[config.mk]
export PLATFORM = sky130hd
export DESIGN_NAME = ssfc_name_buf
export DESIGN_NICKNAME = d
export VERILOG_FILES = /design/src/rtl/core/ssfc_pkg.sv /design/src/rtl/core/ssfc_name_buf.sv
export SDC_FILE = /design/constraint.sdc
export NUM_CORES = 1
export LEC_CHECK = 0
export BUFFER_PORTS_ARGS = -buffer_cell sky130_fd_sc_hd__buf_2
export CAP_MARGIN = 20
export CORE_MARGIN = 2
export CORE_UTILIZATION = 40
export DETAILED_ROUTE_END_ITERATION = 16
export GPL_ROUTABILITY_DRIVEN = 0
export HOLD_SLACK_MARGIN = 0.03
export PLACE_DENSITY = 0.58
export SYNTH_ARGS = -nofsm -noshare
export SYNTH_HDL_FRONTEND = slang
export SYNTH_SLANG_ARGS = --single-unit
[constraint.sdc]
create_clock -name clk -period 3.5 [get_ports clk]
set_input_delay 0.35 -clock clk [delete_from_list [all_inputs] [get_ports clk]]
set_output_delay 0.35 -clock clk [all_outputs]
set_load 0.005 [all_outputs]
[src/rtl/core/ssfc_pkg.sv]
// ----------------------------------------------------------------------------
// ssfc_pkg
// shared constants, status codes and control structs of the name set checker
// ----------------------------------------------------------------------------
package ssfc_pkg;

	localparam int HASH_BUCKETS_DEF = 16384;
	localparam int MAX_ENTRIES_DEF  = 16384;
	localparam int MAX_NAME_LEN_DEF = 50;

	localparam logic [31:0] BKDR_SEED = 32'd131;
	localparam int CHAR_W = 7;

	// result status codes
	localparam logic [2:0] ST_OK        = 3'd0;
	localparam logic [2:0] ST_WRONG     = 3'd1;
	localparam logic [2:0] ST_REPEAT    = 3'd2;
	localparam logic [2:0] ST_INSERTED  = 3'd3;
	localparam logic [2:0] ST_DUPLICATE = 3'd4;
	localparam logic [2:0] ST_FULL      = 3'd5;
	localparam logic [2:0] ST_TOO_LONG  = 3'd6;

	// status of the name being collected
	typedef struct packed {
		logic [31:0] hash_next;
		logic        overlong;
		logic        op;
	} nb_stat_t;

	// enables of the table memories
	typedef struct packed {
		logic head_rd;
		logic head_we;
		logic ent_rd;
		logic ent_we;
		logic chr_rd;
		logic chr_we;
	} store_ctl_t;

endpackage

[src/rtl/core/ssfc_name_buf.sv]
// ----------------------------------------------------------------------------
// ssfc_name_buf
// collects the incoming name: character buffer, length, hash and operation
// ----------------------------------------------------------------------------
module ssfc_name_buf #(
	parameter int MAX_NAME_LEN = ssfc_pkg::MAX_NAME_LEN_DEF,
	parameter int LW = $clog2(MAX_NAME_LEN + 1),
	parameter int XW = (MAX_NAME_LEN > 1) ? $clog2(MAX_NAME_LEN) : 1
) (
	input  logic                        clk,
	input  logic                        arst_n,
	input  logic                        wr,
	input  logic                        op_in,
	input  logic [ssfc_pkg::CHAR_W-1:0] char_in,
	input  logic                        last_in,
	output ssfc_pkg::nb_stat_t          stat,
	output logic [LW-1:0]               len,
	input  logic                        rd,
	input  logic [XW-1:0]               rd_addr,
	output logic [ssfc_pkg::CHAR_W-1:0] rd_data
);

	logic [ssfc_pkg::CHAR_W-1:0] mem [MAX_NAME_LEN];
	logic [LW-1:0] len_q;
	logic [31:0]   hash_q;
	logic          op_q;
	logic          over_q;
	logic          room;
	logic [31:0]   hash_nx;

	// bkdr step
	assign hash_nx = 32'(hash_q * ssfc_pkg::BKDR_SEED) + 32'(char_in);
	assign room    = (len_q < LW'(MAX_NAME_LEN));

	assign stat.hash_next = hash_nx;
	assign stat.overlong  = over_q;
	assign stat.op        = op_q;
	assign len            = len_q;

	// running state, cleared after the last character
	always_ff @(posedge clk or negedge arst_n) begin
		if (!arst_n) begin
			len_q  <= '0;
			hash_q <= '0;
			op_q   <= 1'b0;
			over_q <= 1'b0;
		end else if (wr) begin
			if (last_in) begin
				len_q  <= '0;
				hash_q <= '0;
				op_q   <= 1'b0;
				over_q <= 1'b0;
			end else begin
				hash_q <= hash_nx;
				if (len_q == '0)
					op_q <= op_in;
				if (room)
					len_q <= len_q + 1'b1;
				else
					over_q <= 1'b1;
			end
		end
	end

	// character buffer
	always_ff @(posedge clk) begin
		if (wr && room)
			mem[len_q[XW-1:0]] <= char_in;
		if (rd)
			rd_data <= mem[rd_addr];
	end

endmodule

==> impl_metrics.csv <==
group,metric,value,unit
setup_path,timing.critical_path.arrival,4160,ps
setup_path,critPathSlowestCell,"sky130_fd_sc_hd__fa_1",
synth,synthArstFlopShare,0.101,
clocking,cts.clk_slew.worst_paths,60,ps
synth,synthCells,1208,
route,detail_route.vias_per_cell,5.23,
clocking,worst_skew_pair.late_latency,580,ps
cells_and_area,drive_above_1_share,0.442,
global_route,grt_antenna_before_repair,0,
synth,synth_cell_type_count,55,
synth,synth_sequential_area_ratio,0.612,
global_route,grt.met3_usage,0.0283,
route,ant_nets,0,
die,pin_count,66,
setup_path,critPathRequiredTime,3150,ps
timing,min_cycle_time_layout,4510,ps
status,failed_checks,"negative setup slack",
synth,synth_seq_cells,397,
cells_and_area,n_fill_cell,3885,
synth,synth_ff_type,"sky130_fd_sc_hd__edfxtp_1",
global_route,grt_overflow_total,0,
setup_path,crit_path_frequent_cell,"sky130_fd_sc_hd__ha_1",
global_route,grt_use_total,0.193,
placement,port-buffer-count,65,
synth,syn_area_per_cell,15.9,um^2
route,dr.pass1.iters,5,
clocking,tritoncts_sinks,397,
die,core,0.0474,mm^2
setup_path,worstPathCellList,"ha_1 -> ha_1 -> ha_1 -> inv_1 -> fa_1 -> inv_2 -> ha_4 -> nand2_4 -> nor4_2 -> o21ai_1 -> a211oi_2 -> buf_4 -> a211oi_2 -> o21a_1 -> xnor2_1 -> buf_2",
timing,worst_slew_pin_slew,711,ps
power_and_ir_drop,totalPowerFinal,22300,uW
global_route,first_global_vias,12000,
route,post-route-drc-count,0,
clocking,clock-root-buffer,"sky130_fd_sc_hd__clkbuf_16",
placement,detailed_place.area,0.0218,mm^2
setup_path,critPathKind,"reg -> out",
setup_path,worst_setup_path_end_kind,"primary output",
timing,post_route_worst_setup_slack,-1010,ps
global_route,globalRouteMet1Util,0.262,
route,detailedRoute.firstIterationViolations,723,
synth,mappedNetlistNets,1372,
clocking,numCtsBuffers,44,
route,postRouteWirelength,47400,um
clocking,clockBufferDepth,3,
timing,final.hold.worst_slack,86.0,ps
timing,finalHoldViolations,0,
placement,dp.final_hpwl,31700,um
die,initial_core_util,0.404,
timing,timing.final.max_slew_violations,0,
cells_and_area,n_antenna_cell,0,
synth,syn-cell-area,0.0191,mm^2
die,chipWidth,223,um
clocking,ctsHtreeMaxLevel,2,
worst_hold_path,min-delay-path-class,"in -> reg",
cells_and_area,finish.instance_area,0.0251,mm^2
die,die-area,0.0496,mm^2
die,row_count,80,
timing,rsz0062_at_grt,"yes",
global_route,grt_max_degree,51,
flow_run,maxCapViolations,0,
synth,synth_warnings,0,
timing,fmaxAchievable,222,MHz
power_and_ir_drop,vdd.ir_drop.worst,0.836,mV
power_and_ir_drop,p_per_area,888,mW/mm^2
cells_and_area,syn_to_final_growth,30.9,%
global_route,wire_length_of_the_first_global_routing_pass,72100,um
route,route.vias.total,11500,
status,run_status,"finished, violations left",
setup_path,slowest_delay,490,ps
timing,clock_skew,28.1,ps
route,wl_per_cell,21.5,um
global_route,use_met2,0.319,
timing,final_min_period_over_clock_period,1.29,
timing,setup_violations,40,
cells_and_area,final_nets,1720,
setup_path,setup.worst_path.start_class,"register",
synth,synth_edf_count,357,
timing,slew_headroom,0.526,
power_and_ir_drop,leakagePower,0.00963,uW
die,fp.dieH,223,um
cells_and_area,multi_input_comb_area,0.00799,mm^2
cells_and_area,sequential_cell_area,0.0117,mm^2
timing,setup_tns,-20930,ps
global_route,grt.busiest_layer,"met2",
clocking,tritoncts,"done",
setup_path,cp_max_fo,4,
==> per-stage QoR <==
step	setup slack [ps]	util	cells
4_1_cts	-998	0.513	2179
5_1_grt	-1180	0.528	2204
3_3_place_gp	-699	0.459	2071
2_1_floorplan	-163	-	1208
3_5_place_dp	-725	0.459	2071
6_report	-1010	0.528	2204
==> cell usage in the layout (no fill, tap or decap), types with 5 or more instances in the layout <==
master                      count
sky130_fd_sc_hd__a211oi_1       7
sky130_fd_sc_hd__a21o_1         5
sky130_fd_sc_hd__a21oi_1       20
sky130_fd_sc_hd__a21oi_2       20
sky130_fd_sc_hd__a21oi_4        9
sky130_fd_sc_hd__a22o_1        23
sky130_fd_sc_hd__buf_2         62
sky130_fd_sc_hd__buf_4        251
sky130_fd_sc_hd__buf_6         30
sky130_fd_sc_hd__clkbuf_1       9
sky130_fd_sc_hd__clkbuf_16     44
sky130_fd_sc_hd__clkinv_1       9
sky130_fd_sc_hd__clkinv_2       6
sky130_fd_sc_hd__dfrtp_1       33
sky130_fd_sc_hd__dfrtp_2        7
sky130_fd_sc_hd__edfxtp_1     357
sky130_fd_sc_hd__fa_1          28
sky130_fd_sc_hd__ha_1          69
sky130_fd_sc_hd__ha_4          44
sky130_fd_sc_hd__inv_1        120
sky130_fd_sc_hd__inv_2         16
sky130_fd_sc_hd__mux2_2         8
sky130_fd_sc_hd__mux2i_1        8
sky130_fd_sc_hd__mux4_1         6
sky130_fd_sc_hd__mux4_2        99
sky130_fd_sc_hd__nand2_1       22
sky130_fd_sc_hd__nand2_2        7
sky130_fd_sc_hd__nand2_4        9
sky130_fd_sc_hd__nand3_1       12
sky130_fd_sc_hd__nand4_1        5
sky130_fd_sc_hd__nor2_1        79
sky130_fd_sc_hd__nor2_2         8
sky130_fd_sc_hd__nor2b_1       10
sky130_fd_sc_hd__o211ai_1       5
sky130_fd_sc_hd__o21ai_0       11
sky130_fd_sc_hd__o21ai_1        8
sky130_fd_sc_hd__xnor2_1       12
sky130_fd_sc_hd__xnor2_2       11
==> synthesized netlist by cell type (9+ instances only) <==
master / n / area [um^2]
sky130_fd_sc_hd__a211oi_1: 10 / 75.1
sky130_fd_sc_hd__a21oi_1: 49 / 245
sky130_fd_sc_hd__a22o_1: 23 / 201
sky130_fd_sc_hd__clkbuf_1: 28 / 105
sky130_fd_sc_hd__dfrtp_1: 40 / 1000
sky130_fd_sc_hd__edfxtp_1: 357 / 10700
sky130_fd_sc_hd__fa_1: 30 / 601
sky130_fd_sc_hd__ha_1: 115 / 1440
sky130_fd_sc_hd__inv_1: 138 / 518
sky130_fd_sc_hd__mux2i_1: 9 / 90.1
sky130_fd_sc_hd__mux4_2: 99 / 2230
sky130_fd_sc_hd__nand2_1: 38 / 143
sky130_fd_sc_hd__nand3_1: 15 / 75.1
sky130_fd_sc_hd__nor2_1: 88 / 330
sky130_fd_sc_hd__nor2b_1: 10 / 62.6
sky130_fd_sc_hd__o21ai_0: 25 / 125
sky130_fd_sc_hd__xnor2_1: 27 / 236
==> cell families (layout without fill, tap and decap cells) <==
logic type / count (synthesis) / count (layout) / synth area share
buf+inv: 186 / 567 / 0.0412
simple gates: 181 / 181 / 0.0416
mux: 122 / 122 / 0.134
xor+xnor: 35 / 35 / 0.0160
compound gates: 142 / 142 / 0.0485
flops: 397 / 397 / 0.612
fa+ha+maj: 145 / 145 / 0.107
==> worst paths after layout <==
check / start / end / slack [ps] / cells past startpoint
max: hash_q[12] / stat[32] / -1010 / 16
min: op_in / op_q / 90 / 3
max reg2reg: hash_q[12] / hash_q[18] / -390 / 18
min reg2reg: op_q / op_q / 520 / 1
max in group asynchronous: arst_n / hash_q[6] / 2850 / 3
min in group asynchronous: arst_n / hash_q[20] / 170 / 2
==> layout make-up <==
type / count / area share
Sequential cell: 397 / 0.468
Multi-Input combinational cell: 625 / 0.319
Tap cell: 615 / 0.0307
Clock buffer: 53 / 0.0453
Inverter: 139 / 0.0210
Clock inverter: 26 / 0.0114
Timing Repair Buffer: 349 / 0.105
==> critical path: cells and delay by family, from the launching register on <==
family          cells  cell delay [ps]
compound gates      4              620
simple gates        2              320
xor+xnor            1              150
flops               1              410
fa+ha+maj           5             1650
buf+inv             4              430
==> routing by layer <==
layer	part of all wire	vias up
met5	0	-
met1	0.43	5922
met3	0.045	67
met2	0.50	259
li1	-	5274
met4	0.028	0
==> timing repair <==
action | CTS | global route
setup endpoints to repair | 49 | 47
pin swaps | 56 | 62
endpoints found under the hold margin | 43 | 0
setup buffers | 32 | 32
resized for setup | 156 | 105
hold buffers | 2 | 0
==> flip-flops by register name, summed over array words and instances, names as in the netlist <==
signal	cells
mem	350
hash_q	32
rd_data	7
len	6
op_q	1
over_q	1
==> power by group <==
group	internal, uW	switching, uW	total, uW	leakage, uW
Combinational	6530	5700	12200	0.00521
Clock	2640	1900	4530	0.000683
Sequential	5340	154	5490	0.00374
Total	14500	7760	22300	0.00963
(Power assumes the default switching activity.)
